--- src/hdl/bads_pkg.sv ---
// shared constants and types for the 2x2 box average downscaler
`default_nettype none
package bads_pkg;

  // line store sizing
  localparam int MAX_WIDTH  = 4096;
  localparam int LINE_DEPTH = MAX_WIDTH / 2;
  localparam int COL_W      = $clog2(MAX_WIDTH);
  localparam int IDX_W      = $clog2(LINE_DEPTH);

  // field widths
  localparam int CHAN_W   = 8;
  localparam int SUM_W    = CHAN_W + 1;
  localparam int LINE_W   = 3 * SUM_W;
  localparam int FWIDTH_W = 13;
  localparam int HEIGHT_W = 16;
  localparam int CFG_W    = 16;

  // configuration register indexes
  localparam logic REG_FRAME_WIDTH  = 1'b0;
  localparam logic REG_FRAME_HEIGHT = 1'b1;

  // reset values of the frame size registers
  localparam logic [FWIDTH_W-1:0] FRAME_WIDTH_RESET  = FWIDTH_W'(640);
  localparam logic [HEIGHT_W-1:0] FRAME_HEIGHT_RESET = HEIGHT_W'(480);

  // per-request controls fanned out to every channel cell
  typedef struct packed {
    logic hold_en;
    logic s1_load;
    logic out_load;
  } lane_ctrl_t;

endpackage
`default_nettype wire

--- src/hdl/bads_lane.sv ---
// one color channel cell: held left pixel, pair sum and block average
`default_nettype none
module bads_lane (
  input  wire logic                       clk,
  input  wire logic                       rst,
  input  wire bads_pkg::lane_ctrl_t       ctrl,
  input  wire logic [bads_pkg::CHAN_W-1:0] pixel,
  input  wire logic [bads_pkg::SUM_W-1:0]  top_sum,
  output logic      [bads_pkg::SUM_W-1:0]  pair_sum,
  output logic      [bads_pkg::CHAN_W-1:0] avg
);
  import bads_pkg::*;

  logic [CHAN_W-1:0] held;
  logic [SUM_W-1:0]  pair_s1;
  logic [SUM_W:0]    block_sum;

  // horizontal pair sum of held left pixel and current pixel
  assign pair_sum = SUM_W'(held) + SUM_W'(pixel);

  // full 2x2 sum from the staged pair and the line store entry
  assign block_sum = (SUM_W + 1)'(pair_s1) + (SUM_W + 1)'(top_sum);

  // held left pixel
  always_ff @(posedge clk) begin
    if (rst) begin
      held <= '0;
    end else if (ctrl.hold_en) begin
      held <= pixel;
    end
  end

  // pair sum waits here for the line store read
  always_ff @(posedge clk) begin
    if (ctrl.s1_load) begin
      pair_s1 <= pair_sum;
    end
  end

  // truncated average into the output register
  always_ff @(posedge clk) begin
    if (ctrl.out_load) begin
      avg <= block_sum[SUM_W:2];
    end
  end

endmodule
`default_nettype wire

--- config.mk ---
export PLATFORM = sky130hd
export DESIGN_NAME = bads_lane
export DESIGN_NICKNAME = d
export VERILOG_FILES = /design/src/hdl/bads_pkg.sv /design/src/hdl/bads_lane.sv
export SDC_FILE = /design/constraint.sdc
export NUM_CORES = 1
export LEC_CHECK = 0
export ABC_AREA = 1
export BUFFER_PORTS_ARGS = -buffer_cell sky130_fd_sc_hd__buf_2
export CELL_PAD_IN_SITES_DETAIL_PLACEMENT = 1
export CELL_PAD_IN_SITES_GLOBAL_PLACEMENT = 1
export CORE_MARGIN = 2
export CORE_UTILIZATION = 36
export CTS_BUF_LIST = sky130_fd_sc_hd__clkbuf_2 sky130_fd_sc_hd__clkbuf_4 sky130_fd_sc_hd__clkbuf_8
export DETAILED_ROUTE_END_ITERATION = 8
export PLACE_DENSITY = 0.77
export SLEW_MARGIN = 20
export SYNTH_ARGS = -nofsm -noshare
export SYNTH_HDL_FRONTEND = slang
export SYNTH_SLANG_ARGS = --single-unit
--- constraint.sdc ---
create_clock -name clk -period 1.5 [get_ports clk]
set_input_delay 0.15 -clock clk [delete_from_list [all_inputs] [get_ports clk]]
set_output_delay 0.15 -clock clk [all_outputs]
set_load 0.01 [all_outputs]
==> results of run 1 <==
-- final cells by class --
class                   count  area, sq um
flip-flops and latches     25          673
inverters                  22         82.6
fillers                   482         1840
repair buffers             48          292
well taps                  50         62.6
clock buffers               4         48.8
multi-input cells         126          973
-- per-stage QoR --
step / setup TNS (ns) / area, sq um
after floorplan: -0.0293 / 1520
after global placement: -0.147 / 1800
after detailed placement: -0.359 / 1800
after CTS: -1.92 / 1960
after global routing: -2.85 / 2130
final: -1.92 / 2130
-- worst paths after layout --
kind	start	end	slack, ns	cells past startpoint
max	held[0]	pair_sum[8]	-0.28	9
min	rst	held[0]	0.13	2
max reg2reg	held[0]	pair_s1[8]	-0.10	9
min reg2reg	held[7]	held[7]	0.47	2
-- flip-flops by register name, summed over array words and instances (netlist names) --
register / flops
pair_s1: 9
held: 8
avg: 8
-- worst max-delay path, stage by stage, from the launching register on --
cell and delay (ns):
dfxtp_2 0.34, ha_4 0.16, fa_2 0.34, nand3_2 0.07, nand2_2 0.06, nand3_2 0.08, nand2_2 0.07, nand2_2 0.06
nand2_2 0.05, buf_6 0.12
-- report_power, final --
group | switching (mW) | internal (mW) | leakage [nW]
Clock | 0.218 | 0.208 | 0.0262
Sequential | 0.0337 | 0.835 | 0.235
Combinational | 0.373 | 0.326 | 0.762
Total | 0.625 | 1.37 | 1.02
-- synth_stat cells --
cell type / n
a21boi_2: 1
inv_1: 22
buf_2: 1
o21ai_0: 1
nor2_1: 5
nand2_1: 61
nand3_1: 11
buf_1: 1
o21bai_1: 1
a21oi_1: 17
ha_1: 16
nor3_1: 1
fa_1: 1
edfxtp_1: 17
o21ai_1: 2
xor2_1: 6
nand2_2: 2
a21o_1: 1
dfxtp_1: 8
-- cells by family (layout without fill, tap and decap cells) --
logic type,count (synthesis),in the layout,share of synthesized area
buffers and inverters,24,74,0.0617
flip-flops,25,25,0.453
AND/OR/NAND/NOR,80,80,0.216
AO/OA/AOI/OAI,23,23,0.0853
XOR/XNOR,6,6,0.0355
adder cells (fa/ha/maj),17,17,0.149
-- layer usage --
layer  vias up  wire length [um]  GRT usage
met5         -                 0          0
met4         0                38     0.0450
met3         5               127     0.0197
met2        27              1850      0.284
met1       599              1400      0.187
li1        671                 -          -
-- repair_timing --
action	in CTS	in global routing
endpoints found under the setup margin	15	16
pin swaps	6	9
setup buffers	1	4
gates resized for setup	17	31
==> results_dict.tcl, run 1 <==
set metrics [dict create \
    fin_crit_ns 1.78 \
    maxSlewViolCount 0 \
    final_util 0.537 \
    antenna_found_initial 0 \
    drtAntennaViolNets 0 \
    hold_violations 0 \
    yosysWarnings 0 \
    worst-slew-pin-transition_ns 0.203 \
    cts_buffers 3 \
    dp_hpwl_um 2680 \
    fp.coreArea_sq_um 3970 \
    crit_required_ns 1.35 \
    worst_slack_ns -0.278 \
    cts_sinks 25 \
    start_kind "flop" \
    layout_common_cells "nand2_1 (44), buf_2 (35), inv_1 (21)" \
    drc 0 \
    synth_top_area_cell "edfxtp_1" \
    track_usage 0.155 \
    routedWlPerCell_um 12.4 \
    slew_headroom 0.863 \
    ctsLongestPathBuffers 2 \
    layout-drive-gt1-share 0.458 \
    via_count 1302 \
    die_h_um 68.2 \
    power_mw 1.99 \
    dr.pass1.iters 3 \
    drt-total-wl_um 3420 \
    cts_hold_buffers 0 \
    endpoint_kind "primary output" \
    worstSetupPathType "flop to primary output" \
    syn_area_per_cell_sq_um 8.47 \
    fin_cells 275 \
    fin_skew_ns 0.00383 \
    status "finished with violations" \
    gr-total-overflow 0 \
    dp_slack_ns -0.0634 \
    ios 39 \
    nNetsFinal 265 \
    synth.top_cell.area_share 0.345 \
    clk_latency_ns 0.27 \
    arrival_ns 1.63 \
    first_iter_violations 19 \
    ys_ff_latch 25 \
    fmax_ghz 0.563 \
    powerDensity_nw_per_um2 935 \
    viasPerCell 4.73 \
    num_antenna_cells 0 \
    hold_slack_ns 0.129 \
    grt_max_degree 14 \
    synth_cell_types 19 \
    clk_pin_slew_ns 0.09 \
    drv_cap 0 \
    synthesis.area_sq_um 1480 \
    dp_cells 266 \
    final_common_cell "nand2_1" \
    area_delta_synth_final_pct 43.9 \
    p_leak_nw 1.02 \
    syn_nets 214 \
    seq_area_frac_synth 0.453 \
    min-delay-path-class "input pin to flop" \
    grt_pass1_wl_um 5510 \
    rows 23 \
    violations "setup timing" \
    netlist_top_cells_area "edfxtp_1 (34%), nand2_1 (15%), ha_1 (14%)" \
    setup-violations-final 10 \
    rsz0062_at_grt "yes" \
    dieArea_sq_um 4640 \
    fp.dieW_um 68.2 \
    synth_cells 175 \
    post-route-period-util 1.19 \
    cp_max_fo 2 \
    gp_congestion 0.807 \
    cts-root-buf "clkbuf_8" \
    cts_tree "built" \
    start_util 0.373 \
    htreeDepth 1 \
    io_buffer_count 38 \
    first_global_vias 1323 \
    vdd_drop_max_uv 330 \
]
Power figures use the tool's default switching activity.
==> run 2: changes to the inputs <==
- ABC_AREA: 1 -> not set
- CORE_UTILIZATION: 36 -> 37
- MAX_ROUTING_LAYER: not set -> met4
- PLACE_DENSITY: 0.77 -> 0.76
- SKIP_LAST_GASP: not set -> 1
==> run 2 against run 1 <==
Against the previous run: the run still ends with setup timing left; sequential share of layout area increased by 0.41 points; power increased by 5.7%; critical path depth decreased by 1; clock skew decreased by 0.00092 ns; design area decreased by 1.5%; sequential power increased by 1%; critical path type unchanged; highest routed layer unchanged.
==> results_dict.tcl, run 2 <==
set metrics [dict create \
    status "finished with violations" \
    violations "setup timing" \
    fin_crit_ns 2.09 \
    start_util 0.386 \
    gp_congestion 0.921 \
    yosysMostFrequentCell "edfxtp_1" \
    dr.pass1.iters 4 \
    synth_cell_types 33 \
    die_h_um 66.0 \
    final_util 0.570 \
    syn_area_per_cell_sq_um 11.3 \
    drc 0 \
    seq_area_frac_synth 0.471 \
    start_kind "flop" \
    clk_pin_slew_ns 0.09 \
    cts_tree "built" \
    gr-total-overflow 0 \
    grt_pass1_wl_um 5960 \
    place_area_sq_um 1890 \
    via_count 1202 \
    htreeDepth 1 \
    rsz0062_at_grt "yes" \
    crit_required_ns 1.35 \
    maxSlewViolCount 0 \
    drtAntennaViolNets 0 \
    grt_max_degree 14 \
    clk_latency_ns 0.27 \
    fin_tns_setup_ns -4.86 \
    min-delay-path-class "input pin to flop" \
    worstRegToRegCells 7 \
    first_global_vias 1344 \
    ios 39 \
    ys_ff_latch 25 \
    hold_violations 0 \
    synth_edf_count 17 \
    fmax_ghz 0.479 \
    drv_cap 0 \
    cts_sinks 25 \
    r2r_start "held[0]" \
    fillers 419 \
    synth_ff_type "edfxtp_1" \
    io_buffer_count 38 \
    cts_buffers 3 \
    fp.coreArea_sq_um 3690 \
    hold_slack_ns 0.136 \
    area_delta_synth_final_pct 47.5 \
    fin_cells 235 \
    ctsLongestPathBuffers 2 \
    cp_max_fo 2 \
    worst_slack_ns -0.587 \
    worstSetupPathType "flop to primary output" \
    dp_cells 226 \
    num_antenna_cells 0 \
    regMostFlops "pair_s1" \
    worst-slew-pin-transition_ns 0.304 \
    netlist_top_cells_area "edfxtp_1 (36%), ha_1 (14%), dfxtp_1 (11%)" \
    vdd_drop_max_uv 435 \
    power_mw 2.11 \
    cts-root-buf "clkbuf_8" \
    nNetsFinal 227 \
    fp.dieW_um 66.0 \
    final_area_sq_um 2100 \
    rrSetupSlack_ns -0.27 \
    syn_nets 165 \
    fin_skew_ns 0.00291 \
    p_leak_nw 0.915 \
    synth_top_area_cell "edfxtp_1" \
    synthTopCellsByCount "edfxtp_1 (17), ha_1 (16), nor2_1 (11), dfxtp_1 (8), mux2i_1 (8)" \
    rows 22 \
    cts_hold_buffers 0 \
    synth_cells 126 \
    top_regs "pair_s1: 9 flops, avg: 8 flops, held: 8 flops" \
    dp_hpwl_um 2800 \
    layout_common_cells "buf_2 (36), buf_4 (19), edfxtp_1 (17)" \
    final_common_cell "buf_2" \
    antenna_found_initial 0 \
    track_usage 0.189 \
    slew_headroom 0.798 \
    post-route-period-util 1.39 \
    worstHoldPathCells 2 \
    holdPathEnd "held[0]" \
    drt-total-wl_um 3810 \
    yosysWarnings 0 \
    synthesis.area_sq_um 1420 \
    setup-violations-final 20 \
    layout-drive-gt1-share 0.481 \
    dp_slack_ns -0.364 \
    powerDensity_nw_per_um2 1000 \
    dieArea_sq_um 4360 \
    first_iter_violations 33 \
    async_flop_share 0 \
    synth.top_cell.area_share 0.359 \
    r2r-end "pair_s1[8]" \
    largest_register_ffs 9 \
    holdCritStartpoint "rst" \
    viasPerCell 5.11 \
    arrival_ns 1.94 \
    routedWlPerCell_um 16.2 \
    endpoint_kind "primary output" \
]
run 2: kinds of logic (layout without fill, tap and decap cells):
logic type | Yosys count | in the layout | share of synthesized area
xor gates and xnor gates | 11 | 11 | 0.0677
adders and majority gates | 17 | 17 | 0.155
muxes | 8 | 8 | 0.0562
buffers and inverters | 8 | 69 | 0.0220
and+or+nand+nor | 33 | 33 | 0.111
AOI/OAI and AO/OA | 24 | 24 | 0.118
DFF | 25 | 25 | 0.471
run 2: worst max-delay path, stage by stage (launching register included):
cell and delay [ns]:
dfxtp_2 0.35, ha_4 0.16, fa_2 0.33, a21o_1 0.18, a21oi_2 0.18, buf_4 0.16
o21a_1 0.12, a21oi_2 0.05, buf_2 0.14
run 2: area by class of cell:
cell class              count  area, sq um  area share
clock buffers               4         48.8      0.0232
well taps                  48         60.1      0.0286
inverters                   6         22.5      0.0107
multi-input cells          93          930       0.443
repair buffers             59          368       0.175
flip-flops and latches     25          672       0.320
run 2: timing repair:
item,CTS,global route
pin swaps,14,10
gates cloned,0,0
resized for setup,11,9
setup buffers,5,1
setup endpoints to repair,20,21
run 2: worst max-delay path by stage:
stage            start           to  slack [ns]  cells after the start
2_1_floorplan  held[0]   pair_s1[6]       -0.24                      6
4_1_cts        held[0]  pair_sum[8]       -0.58                      8
3_3_place_gp   held[0]  pair_sum[6]       -0.31                      7
5_1_grt        held[0]  pair_sum[6]       -0.72                      7
6_report       held[0]  pair_sum[8]       -0.59                      8
3_5_place_dp   held[0]  pair_sum[6]       -0.36                      7
run 2: report_power, final:
| part | leakage, nW | switching, mW | internal, mW |
|---|---|---|---|
| Sequential | 0.233 | 0.0351 | 0.847 |
| Clock | 0.0262 | 0.215 | 0.208 |
| Combinational | 0.656 | 0.399 | 0.404 |
| Total | 0.915 | 0.649 | 1.46 |
run 2: layer usage:
| metal | share of wire | global-route usage |
|---|---|---|
| met5 | 0 | - |
| met4 | 0.012 | 0.0714 |
| met3 | 0.034 | 0.0375 |
| met2 | 0.58 | 0.372 |
| met1 | 0.38 | 0.178 |
