## config.mk

```make
export PLATFORM = sky130hd
export DESIGN_NAME = bads_ram
export DESIGN_NICKNAME = d
export VERILOG_FILES = /design/src/hdl/bads_ram.sv
export SDC_FILE = /design/constraint.sdc
export NUM_CORES = 1
export LEC_CHECK = 0
export BUFFER_PORTS_ARGS = -buffer_cell sky130_fd_sc_hd__clkbuf_2
export CORE_MARGIN = 4
export CORE_UTILIZATION = 55
export DETAILED_ROUTE_END_ITERATION = 16
export GPL_TIMING_DRIVEN = 0
export PLACE_DENSITY = 0.73
export SYNTH_ARGS = -nofsm -noshare
export SYNTH_HDL_FRONTEND = slang
export SYNTH_SLANG_ARGS = --single-unit
```

## constraint.sdc

```tcl
create_clock -name clk -period 1.85 [get_ports clk]
set_input_delay 0.185 -clock clk [delete_from_list [all_inputs] [get_ports clk]]
set_output_delay 0.185 -clock clk [all_outputs]
set_load 0.05 [all_outputs]
```

## src/hdl/bads_ram.sv

```systemverilog
// generic single-write, single-read ram with registered read data
`default_nettype none
module bads_ram #(
  parameter int WIDTH = 8,
  parameter int DEPTH = 16
) (
  input  wire logic                     clk,
  input  wire logic                     wr_en,
  input  wire logic [$clog2(DEPTH)-1:0] wr_addr,
  input  wire logic [WIDTH-1:0]         wr_data,
  input  wire logic                     rd_en,
  input  wire logic [$clog2(DEPTH)-1:0] rd_addr,
  output logic      [WIDTH-1:0]         rd_data
);

  logic [WIDTH-1:0] mem [DEPTH];

  // write port
  always_ff @(posedge clk) begin
    if (wr_en) begin
      mem[wr_addr] <= wr_data;
    end
  end

  // registered read port, holds when not enabled
  always_ff @(posedge clk) begin
    if (rd_en) begin
      rd_data <= mem[rd_addr];
    end
  end

endmodule
`default_nettype wire

```

==> results of run 1 <==
==> registers in the layout, indices dropped and copies added, names as in the netlist <==
| signal | flops |
|---|---|
| mem | 128 |
| rd_data | 8 |
==> final timing paths <==
| kind | startpoint | to | slack [ps] | cells past startpoint |
|---|---|---|---|---|
| worst max register to register | mem[5][0] | rd_data[0] | 250 | 3 |
| worst max-delay path | mem[5][0] | rd_data[0] | 250 | 3 |
| worst min register to register | mem[8][4] | rd_data[4] | 770 | 3 |
| worst min-delay path | rd_en | rd_data[7] | 30 | 1 |
==> routing by layer <==
layer	global-route usage, %	vias to the layer above	part of all wire, %
met2	29.1	82	50
met1	26.0	1233	43
met5	0	-	0
met4	6.66	0	1.1
met3	5.45	11	6.1
li1	-	1077	-
==> cells by family after synthesis <==
kind of cell,count (synthesis),share of synthesized area (%)
flops,136,78.1
simple gates,35,3.14
mux,32,14.8
compound gates,16,2.30
buf+inv,10,1.65
==> report_power, final <==
part / leakage (nW) / switching (mW) / total (mW) / internal (mW)
Clock: 0.298 / 1.18 / 3.49 / 2.31
Combinational: 0.528 / 0.238 / 0.372 / 0.133
Sequential: 1.24 / 0.0154 / 3.49 / 3.47
==> cell type report <==
class / instances / area (um^2) / area share (%)
repair buffers: 26 / 133 / 2.16
clock inverters: 14 / 204 / 3.32
flip-flops and latches: 136 / 4080 / 66.5
well taps: 129 / 161 / 2.63
clock buffers: 18 / 418 / 6.80
multi-input cells: 83 / 1060 / 17.2
plain buffers: 10 / 86.3 / 1.41
==> critical path, stage by stage (launching register included) <==
cell,delay [ps]
edfxtp_1,370
mux4_1,560
a22oi_1,270
nand2_1,130
==> per-stage QoR <==
| step | TNS (ps) | instances | power (mW) | hold slack, ps |
|---|---|---|---|---|
| after floorplan | 0 | 229 | 3.78 | 284 |
| after global placement | -3980 | 383 | 3.91 | 535 |
| after detailed placement | -4770 | 383 | 3.93 | 551 |
| after CTS | 0 | 415 | 7.39 | 13.8 |
| after global routing | 0 | 416 | 7.56 | 39.7 |
| final | 0 | 416 | 7.35 | 33.5 |
==> placed cells by master (no fill, tap or decap) <==
master,n
edfxtp_1,136
clkbuf_2,25
mux4_2,18
a22oi_1,16
clkbuf_16,16
mux4_1,14
nor2_1,13
nand2_1,9
bufinv_16,5
nor3_1,4
buf_6,3
buf_2,3
clkdlybuf4s25_2,3
clkinv_1,3
buf_4,2
nand3b_1,2
nand2b_1,2
clkinv_2,2
clkinvlp_4,2
nor2b_1,1
and2_1,1
and2b_1,1
nand3_1,1
or3b_2,1
clkbuf_8,1
clkbuf_1,1
clkinv_4,1
inv_6,1
==> results.toml, run 1 <==
[run_status]
status = "complete, no violations"

[grt]
grt_max_degree = 17
grt_pass1_wl_um = 14800
grt_overflow = 0
grt.total_usage_pct = 18.8
grt_pass1_vias = 2464
antenna_found_initial = 0

[yosys]
ys_ff_latch = 136
synth.distinct_cells = 18
synth_edf_count = 136
yosys-top-cells-count = "edfxtp_1, mux4_2, a22oi_1"
syn_avg_cell_area_um2 = 22.8
yosysMostFrequentCell = "edfxtp_1"
syn_nets = 248
yosysTopAreaCell = "edfxtp_1"
synth_ff_type = "edfxtp_1"
netlist_area_mm2 = 0.00523
seq_area_frac_synth_pct = 78.1
synth_top_area_share_pct = 78.1
synthCells = 229
synth_warnings = 0
async_flop_share_pct = 0
yosys-top-cells-area = "edfxtp_1, mux4_2, mux4_1, a22oi_1, nor2_1"

[power]
p_leak_nw = 2.06
p_per_area_mw_per_mm2 = 1200
vdd.ir_drop.worst_v = 0.000654

[cts]
cts_resized = 0
cts_buffers = 17
cts-root-buf = "clkbuf_8"
cts_tree = "built"
clock-sinks = 136
post_cts_buffers = 0
cts_hold_buffers = 0
clkTransAtPathRegs_ps = 60
clock_latency_ps = 500
cts_max_path_buffers = 2
htree_num_levels = 4

[sta]
fin_crit_ps = 1600
rsz0062_at_grt = "false"
hold_violations = 0
finalWorstSetupSlack_ps = 253
post-route-period-util_pct = 86.3
max_freq_mhz = 626
final-setup-viol-count = 0
finClkSkew_ps = 4.55
finalMaxSlewViolations = 0
slew_headroom_pct = 16.4
worst_pin_slew_ps = 1240

[finish]
drive_gt1_share_pct = 28.9
final_design_area_no_fill_mm2 = 0.00614
nets = 293
antenna_cells = 0
postLayoutCoreUtil_pct = 66.5
areaGrowthSynthToFinish_pct = 17.5
num-fill-cells = 588

[floorplanning]
die_area_mm2 = 0.0111
die_y_um = 105
ioPinCount = 27
core_mm2 = 0.00924
std_cell_rows = 35
die_x_um = 105
initial_core_util_pct = 56.6

[drt]
drc_errors = 0
viasPerCell = 5.78
drtPass1Iterations = 4
routed_wl_um = 9630
drtIter0Drc = 133
ant_nets = 0
vias = 2403
wl_per_cell_um = 23.1

[worst_setup_path]
crit_path_start_kind = "flop"
cp.arrival_ps = 1830
crit_type = "reg2reg"
critPathCaptureType = "flop"
crit_required_ps = 2090
cp_max_fo = 1

[place]
gp_congestion = 0.743
numPortBuffers = 25
place_hpwl_um = 5970
dpl_cell_area_mm2 = 0.00551
pre_cts_ws_ps = -471

[job]
cap_violations = 0

[hold_path]
min_path_type = "in2reg"
No activity file was read; power rests on OpenSTA's default activity.
==> run 2: changes to the inputs <==
--- a/config.mk
+++ b/config.mk
@@ -10,7 +10,8 @@
 export CORE_UTILIZATION = 55
 export DETAILED_ROUTE_END_ITERATION = 16
 export GPL_TIMING_DRIVEN = 0
-export PLACE_DENSITY = 0.73
+export PLACE_DENSITY_LB_ADDON = 0.3
+export REMOVE_ABC_BUFFERS = 1
 export SYNTH_ARGS = -nofsm -noshare
 export SYNTH_HDL_FRONTEND = slang
 export SYNTH_SLANG_ARGS = --single-unit
==> run 2 against run 1 <==
Against the previous run:
- hold slack better by 21 ps
- clock skew increased by 6.4 ps
- clock power decreased by 11%
- non-clock buffer count is 9 lower
- critical path depth rose by 1
- utilization decreased by 1.5 points
- design area down 2.3%
- sequential share of layout area grew 1.5 points
- highest routed layer unchanged
- global-route usage fell by 0.64 points
- total power is 5.7% lower
- combinational power fell by 7.5%
- critical path type is now in2reg
- worst setup slack better by 43 ps
==> results.toml, run 2 (synthesis results as in run 1) <==
[cts]
clock_latency_ps = 510
clock-sinks = 136
cts_tree = "built"
cts_buffers = 17
htree_num_levels = 4
clkTransAtPathRegs_ps = 60
cts-root-buf = "clkbuf_8"
post_cts_buffers = 0
cts_max_path_buffers = 2

[finish]
layout_common_cells = "edfxtp_1, clkbuf_2, mux4_2"
num-fill-cells = 610
top_regs = "mem x128, rd_data x8"
regMostFlops = "mem"
drive_gt1_share_pct = 28.2
final_design_area_no_fill_mm2 = 0.00600
largest_reg_flops = 128
antenna_cells = 0
final_cell_count_no_fill = 406
seq_area_mm2 = 0.00408
final_common_cell = "edfxtp_1"
areaGrowthSynthToFinish_pct = 14.9
nets = 284
multiInputGateArea_mm2 = 0.00107

[power]
pwr-share-clk_pct = 44.7
power_mw = 6.93
p_int_mw = 5.49
p_sw_mw = 1.44
seqPwrFrac_pct = 50.4
netSwitchingFraction_pct = 20.7
p_leak_nw = 2.00
combPwrFrac_pct = 5.0
p_per_area_mw_per_mm2 = 1150
vdd.ir_drop.worst_v = 0.000632

[grt]
grt_pass1_wl_um = 14500
grt_overflow = 0
grt_pass1_vias = 2442
grt_max_degree = 33
antenna_found_initial = 0
grt.total_usage_pct = 18.2

[drt]
wl_per_cell_um = 22.7
drtPass1Iterations = 4
viasPerCell = 5.80
vias = 2353
drc_errors = 0
routed_wl_um = 9240
drtIter0Drc = 179
ant_nets = 0

[place]
pre_cts_ws_ps = -625
gp_congestion = 0.784
place_inst = 375
numPortBuffers = 26
place_hpwl_um = 5480
dpl_cell_area_mm2 = 0.00545

[sta]
post-route-period-util_pct = 84.0
fin_crit_ps = 1550
slew_headroom_pct = 35.6
rsz0062_at_grt = "false"
final-setup-viol-count = 0
hold_violations = 0
finalWorstSetupSlack_ps = 297
finalMaxSlewViolations = 0
worst_pin_slew_ps = 963
finClkSkew_ps = 11.0
fin_tns_setup_ps = 0
max_freq_mhz = 644

[worst_setup_path]
cp_max_fo = 32
crit_path_start_kind = "primary input"
critPathCaptureType = "flop"
cp.arrival_ps = 1790
crit_required_ps = 2080
crit_type = "in2reg"

[floorplanning]
die_x_um = 105
ioPinCount = 27
initial_core_util_pct = 56.6
core_mm2 = 0.00924
std_cell_rows = 35
die_y_um = 105
die_area_mm2 = 0.0111

[run_status]
status = "complete, no violations"

[job]
cap_violations = 0

[hold_path]
min_path_type = "in2reg"
run 2: changes by cell type in the layout (fill, tap and decap cells not counted), moves of 2 or more:
cell	change
bufinv_16	-3
clkinv_2	+3
buf_6	-3
nor3_1	-3
clkdlybuf4s25_2	-3
buf_4	-2
clkinv_1	-2
buf_2	-2
nor3_2	+3
clkinv_4	+2
run 2: per-layer routing:
layer | up-vias | global-route usage (%) | share of wire, %
met5 | - | 0 | 0
met4 | 0 | 5.00 | 1.0
met3 | 9 | 5.45 | 6.8
met2 | 86 | 28.1 | 49
met1 | 1207 | 25.8 | 43
li1 | 1051 | - | -
run 2: final cells by class:
| type | instances | area share [%] |
|---|---|---|
| clock buffers | 18 | 6.96 |
| clock inverters | 13 | 2.19 |
| multi-input cells | 83 | 17.9 |
| flip-flops and latches | 136 | 68.0 |
| well taps | 129 | 2.69 |
| repair buffers | 27 | 2.29 |
run 2: what timing repair did:
action	CTS	global route
hold buffers	0	0
resized for setup	1	0
hold endpoints to repair	0	0
setup endpoints to repair	5	0
run 2: through the flow:
stage | util [%] | hold WS (ps)
2_1_floorplan | - | 284
3_3_place_gp | 58.8 | 543
3_5_place_dp | 59.0 | 566
4_1_cts | 64.9 | 33.7
5_1_grt | 65.0 | 58.2
6_report | 65.0 | 54.0
run 2: critical path: stages:
cell      delay (ps)
clkbuf_4         530
mux4_1           660
a22oi_1          280
nand2_1          110
run 2: path summary, 6_finish.rpt:
kind,start,to,slack [ps],cells after the start
setup / recovery,rd_addr[0],rd_data[1],300,4
hold / removal,rd_en,rd_data[5],50,1
setup reg to reg,mem[9][1],rd_data[1],300,3
hold reg to reg,mem[14][6],rd_data[6],740,3
run 2: power by group through the flow:
stage / clock network (mW) / logic [mW] / registers (mW)
2_1_floorplan: 0 / 0.138 / 3.60
3_3_place_gp: 0 / 0.338 / 3.55
3_5_place_dp: 0 / 0.348 / 3.55
4_1_cts: 3.13 / 0.350 / 3.49
5_1_grt: 3.28 / 0.376 / 3.49
6_report: 3.10 / 0.344 / 3.49
==> run 3: changes to the inputs <==
--- a/config.mk
+++ b/config.mk
@@ -5,6 +5,7 @@
 export SDC_FILE = /design/constraint.sdc
 export NUM_CORES = 1
 export LEC_CHECK = 0
+export ABC_AREA = 1
 export BUFFER_PORTS_ARGS = -buffer_cell sky130_fd_sc_hd__clkbuf_2
 export CORE_MARGIN = 4
 export CORE_UTILIZATION = 55
==> constraint.sdc (replaced) <==
create_clock -name clk -period 1.5 [get_ports clk]
set_input_delay 0.15 -clock clk [delete_from_list [all_inputs] [get_ports clk]]
set_output_delay 0.15 -clock clk [all_outputs]
set_load 0.05 [all_outputs]
==> run 3 against run 2 <==
Against the previous run:
- flip-flop and latch count is the same
- sequential share of layout area shrank 6.4 points
- highest routed layer unchanged
- critical path type unchanged
- total power up 33%
- non-clock buffer count did not move
- critical path depth rose by 4
- die area is 11% higher
- global-route usage is 3.1 points higher
- routed wire length rose by 37%
- final cell count rose by 78%
- synthesized area increased by 12%
==> results.toml, run 3 <==
[run_status]
status = "complete, no violations"

[sta]
fin_tns_setup_ps = 0
finalMaxSlewViolations = 0
slew_headroom_pct = 42.5
rsz0062_at_grt = "false"
finClkSkew_ps = 3.14
hold_violations = 0
max_freq_mhz = 724
fin_crit_ps = 1380
whs_ps = 113
final-setup-viol-count = 0
post-route-period-util_pct = 92.1
worst_pin_slew_ps = 860

[worst_setup_path]
critPathCaptureType = "flop"
r2r_end = "rd_data[3]"
crit_type = "in2reg"
r2r_start = "mem[13][3]"
reg2regPathDepth = 6
crit_required_ps = 1770
cp_max_fo = 65
cp.arrival_ps = 1660
r2r_slack_ps = 240
crit_path_start_kind = "primary input"

[cts]
post_cts_buffers = 0
cts-root-buf = "clkbuf_8"
cts_max_path_buffers = 2
cts_buffers = 17
clkTransAtPathRegs_ps = 60
clock_latency_ps = 530
htree_num_levels = 4
clock-sinks = 136
cts_tree = "built"

[place]
dpl_cell_area_mm2 = 0.00598
numPortBuffers = 26
place_hpwl_um = 7090
gp_congestion = 0.793
place_inst = 689

[job]
cap_violations = 0

[yosys]
synth_ff_type = "edfxtp_1"
seq_area_frac_synth_pct = 69.8
ys_ff_latch = 136
yosys-top-cells-count = "nand2_1, edfxtp_1, inv_1"
synth.distinct_cells = 11
synth_edf_count = 136
yosys-top-cells-area = "edfxtp_1, nand2_1, nand3_1, inv_1, buf_6"
synthCells = 551
async_flop_share_pct = 0
synth_warnings = 0
yosysMostFrequentCell = "nand2_1"
synth_top_area_share_pct = 69.8
netlist_area_mm2 = 0.00585
syn_avg_cell_area_um2 = 10.6
yosysTopAreaCell = "edfxtp_1"

[power]
vdd.ir_drop.worst_v = 0.000845
netSwitchingFraction_pct = 21.3
p_per_area_mw_per_mm2 = 1390
p_sw_mw = 1.97
combPwrFrac_pct = 6.0
p_int_mw = 7.26
p_leak_nw = 2.83
seqPwrFrac_pct = 46.6
pwr-share-clk_pct = 47.3

[drt]
drtPass1Iterations = 5
viasPerCell = 5.37
wl_per_cell_um = 17.6
routed_wl_um = 12700
drtIter0Drc = 338
drc_errors = 0
ant_nets = 0
vias = 3878

[finish]
areaGrowthSynthToFinish_pct = 13.3
antenna_cells = 0
nets = 592
final_common_cell = "nand2_1"
final_design_area_no_fill_mm2 = 0.00663
layout_common_cells = "nand2_1, edfxtp_1, inv_1"
drive_gt1_share_pct = 9.73
top_regs = "mem x128, rd_data x8"
postLayoutCoreUtil_pct = 64.2
final_cell_count_no_fill = 722
largest_reg_flops = 128
regMostFlops = "mem"

[floorplanning]
die_area_mm2 = 0.0123
die_x_um = 111
initial_core_util_pct = 56.6
die_y_um = 111
ioPinCount = 27
core_mm2 = 0.0103
std_cell_rows = 37

[grt]
antenna_found_initial = 0
grt_pass1_vias = 3733
met3_usage_pct = 4.91
grt.total_usage_pct = 21.3
grt_pass1_wl_um = 19800
grt_max_degree = 66
grt_overflow = 0
grt_util_met1_pct = 28.5
top_usage_layer = "met2"
use_met2_pct = 33.1

[hold_path]
hp-start = "wr_data[7]"
min_path_type = "in2reg"
whs_path_depth = 1
whs_endpoint = "mem[14][7]"
-- run 3: cell types whose count changed after synthesis, sizes merged, moves of 3 or more --
cell           change
clkdlybuf4s25      -3
a22oi             -16
mux4              -32
nor3               -4
nor2               +4
nand3             +96
buf               +17
nand2            +164
inv              +102
-- run 3: worst max-delay path by stage --
stage / from / endpoint / slack, ps / cells after the start
6_report: rd_addr[0] / rd_data[7] / 120 / 8
5_1_grt: rd_addr[0] / rd_data[7] / 8 / 8
4_1_cts: rd_addr[0] / rd_data[7] / 60 / 8
3_5_place_dp: rd_addr[0] / rd_data[5] / -1470 / 7
3_3_place_gp: rd_addr[0] / rd_data[1] / -1430 / 7
2_1_floorplan: rd_addr[0] / rd_data[2] / 230 / 6
-- run 3: final cells by class --
cell class / instances / area (um^2)
Multi-Input combinational cell: 289 / 1210
Clock buffer: 18 / 418
Tap cell: 136 / 170
Sequential cell: 136 / 4080
Inverter: 102 / 390
Timing Repair Buffer: 27 / 145
Fill cell: 712 / 3700
Clock inverter: 14 / 205
-- run 3: worst max-delay path, stage by stage --
cell	delay, ps
buf_4	580
inv_8	290
nand2_1	150
nand2_1	60
nand2_1	80
nand3_1	120
nand3_1	110
nand2_1	80
-- run 3: logic make-up (layout without fill, tap and decap cells) --
| family | after synthesis | count (layout) | share of synthesized area [%] |
|---|---|---|---|
| buffers and inverters | 126 | 161 | 9.39 |
| and+or+nand+nor | 289 | 289 | 20.8 |
| DFF | 136 | 136 | 69.8 |
-- run 3: routing by layer --
| metal | share of wire [%] | routed length, um |
|---|---|---|
| met1 | 42 | 5330 |
| met2 | 48 | 6060 |
| met3 | 7.4 | 939 |
| met4 | 2.7 | 342 |
| met5 | 0 | 0 |
-- run 3: power groups by stage --
stage	sequential (mW)	combinational, mW	clock, mW
3_5_place_dp	4.38	0.541	0
5_1_grt	4.31	0.609	4.57
2_1_floorplan	4.44	0.230	0
4_1_cts	4.30	0.553	4.37
3_3_place_gp	4.38	0.524	0
6_report	4.30	0.557	4.37
-- run 3: what timing repair did --
item | in CTS | in global routing
gates resized for setup | 5 | 1
endpoints found under the setup margin | 8 | 8
gates cloned | 0 | 0
hold buffers | 1 | 0
hold endpoints to repair | 8 | 0
-- run 3: stage by stage --
| stage | total power, mW | setup slack (ps) |
|---|---|---|
| after CTS | 9.23 | 59.9 |
| after global routing | 9.49 | 8.41 |
| after detailed placement | 4.92 | -1470 |
| after floorplan | 4.67 | 229 |
| final | 9.23 | 119 |
| after global placement | 4.90 | -1430 |
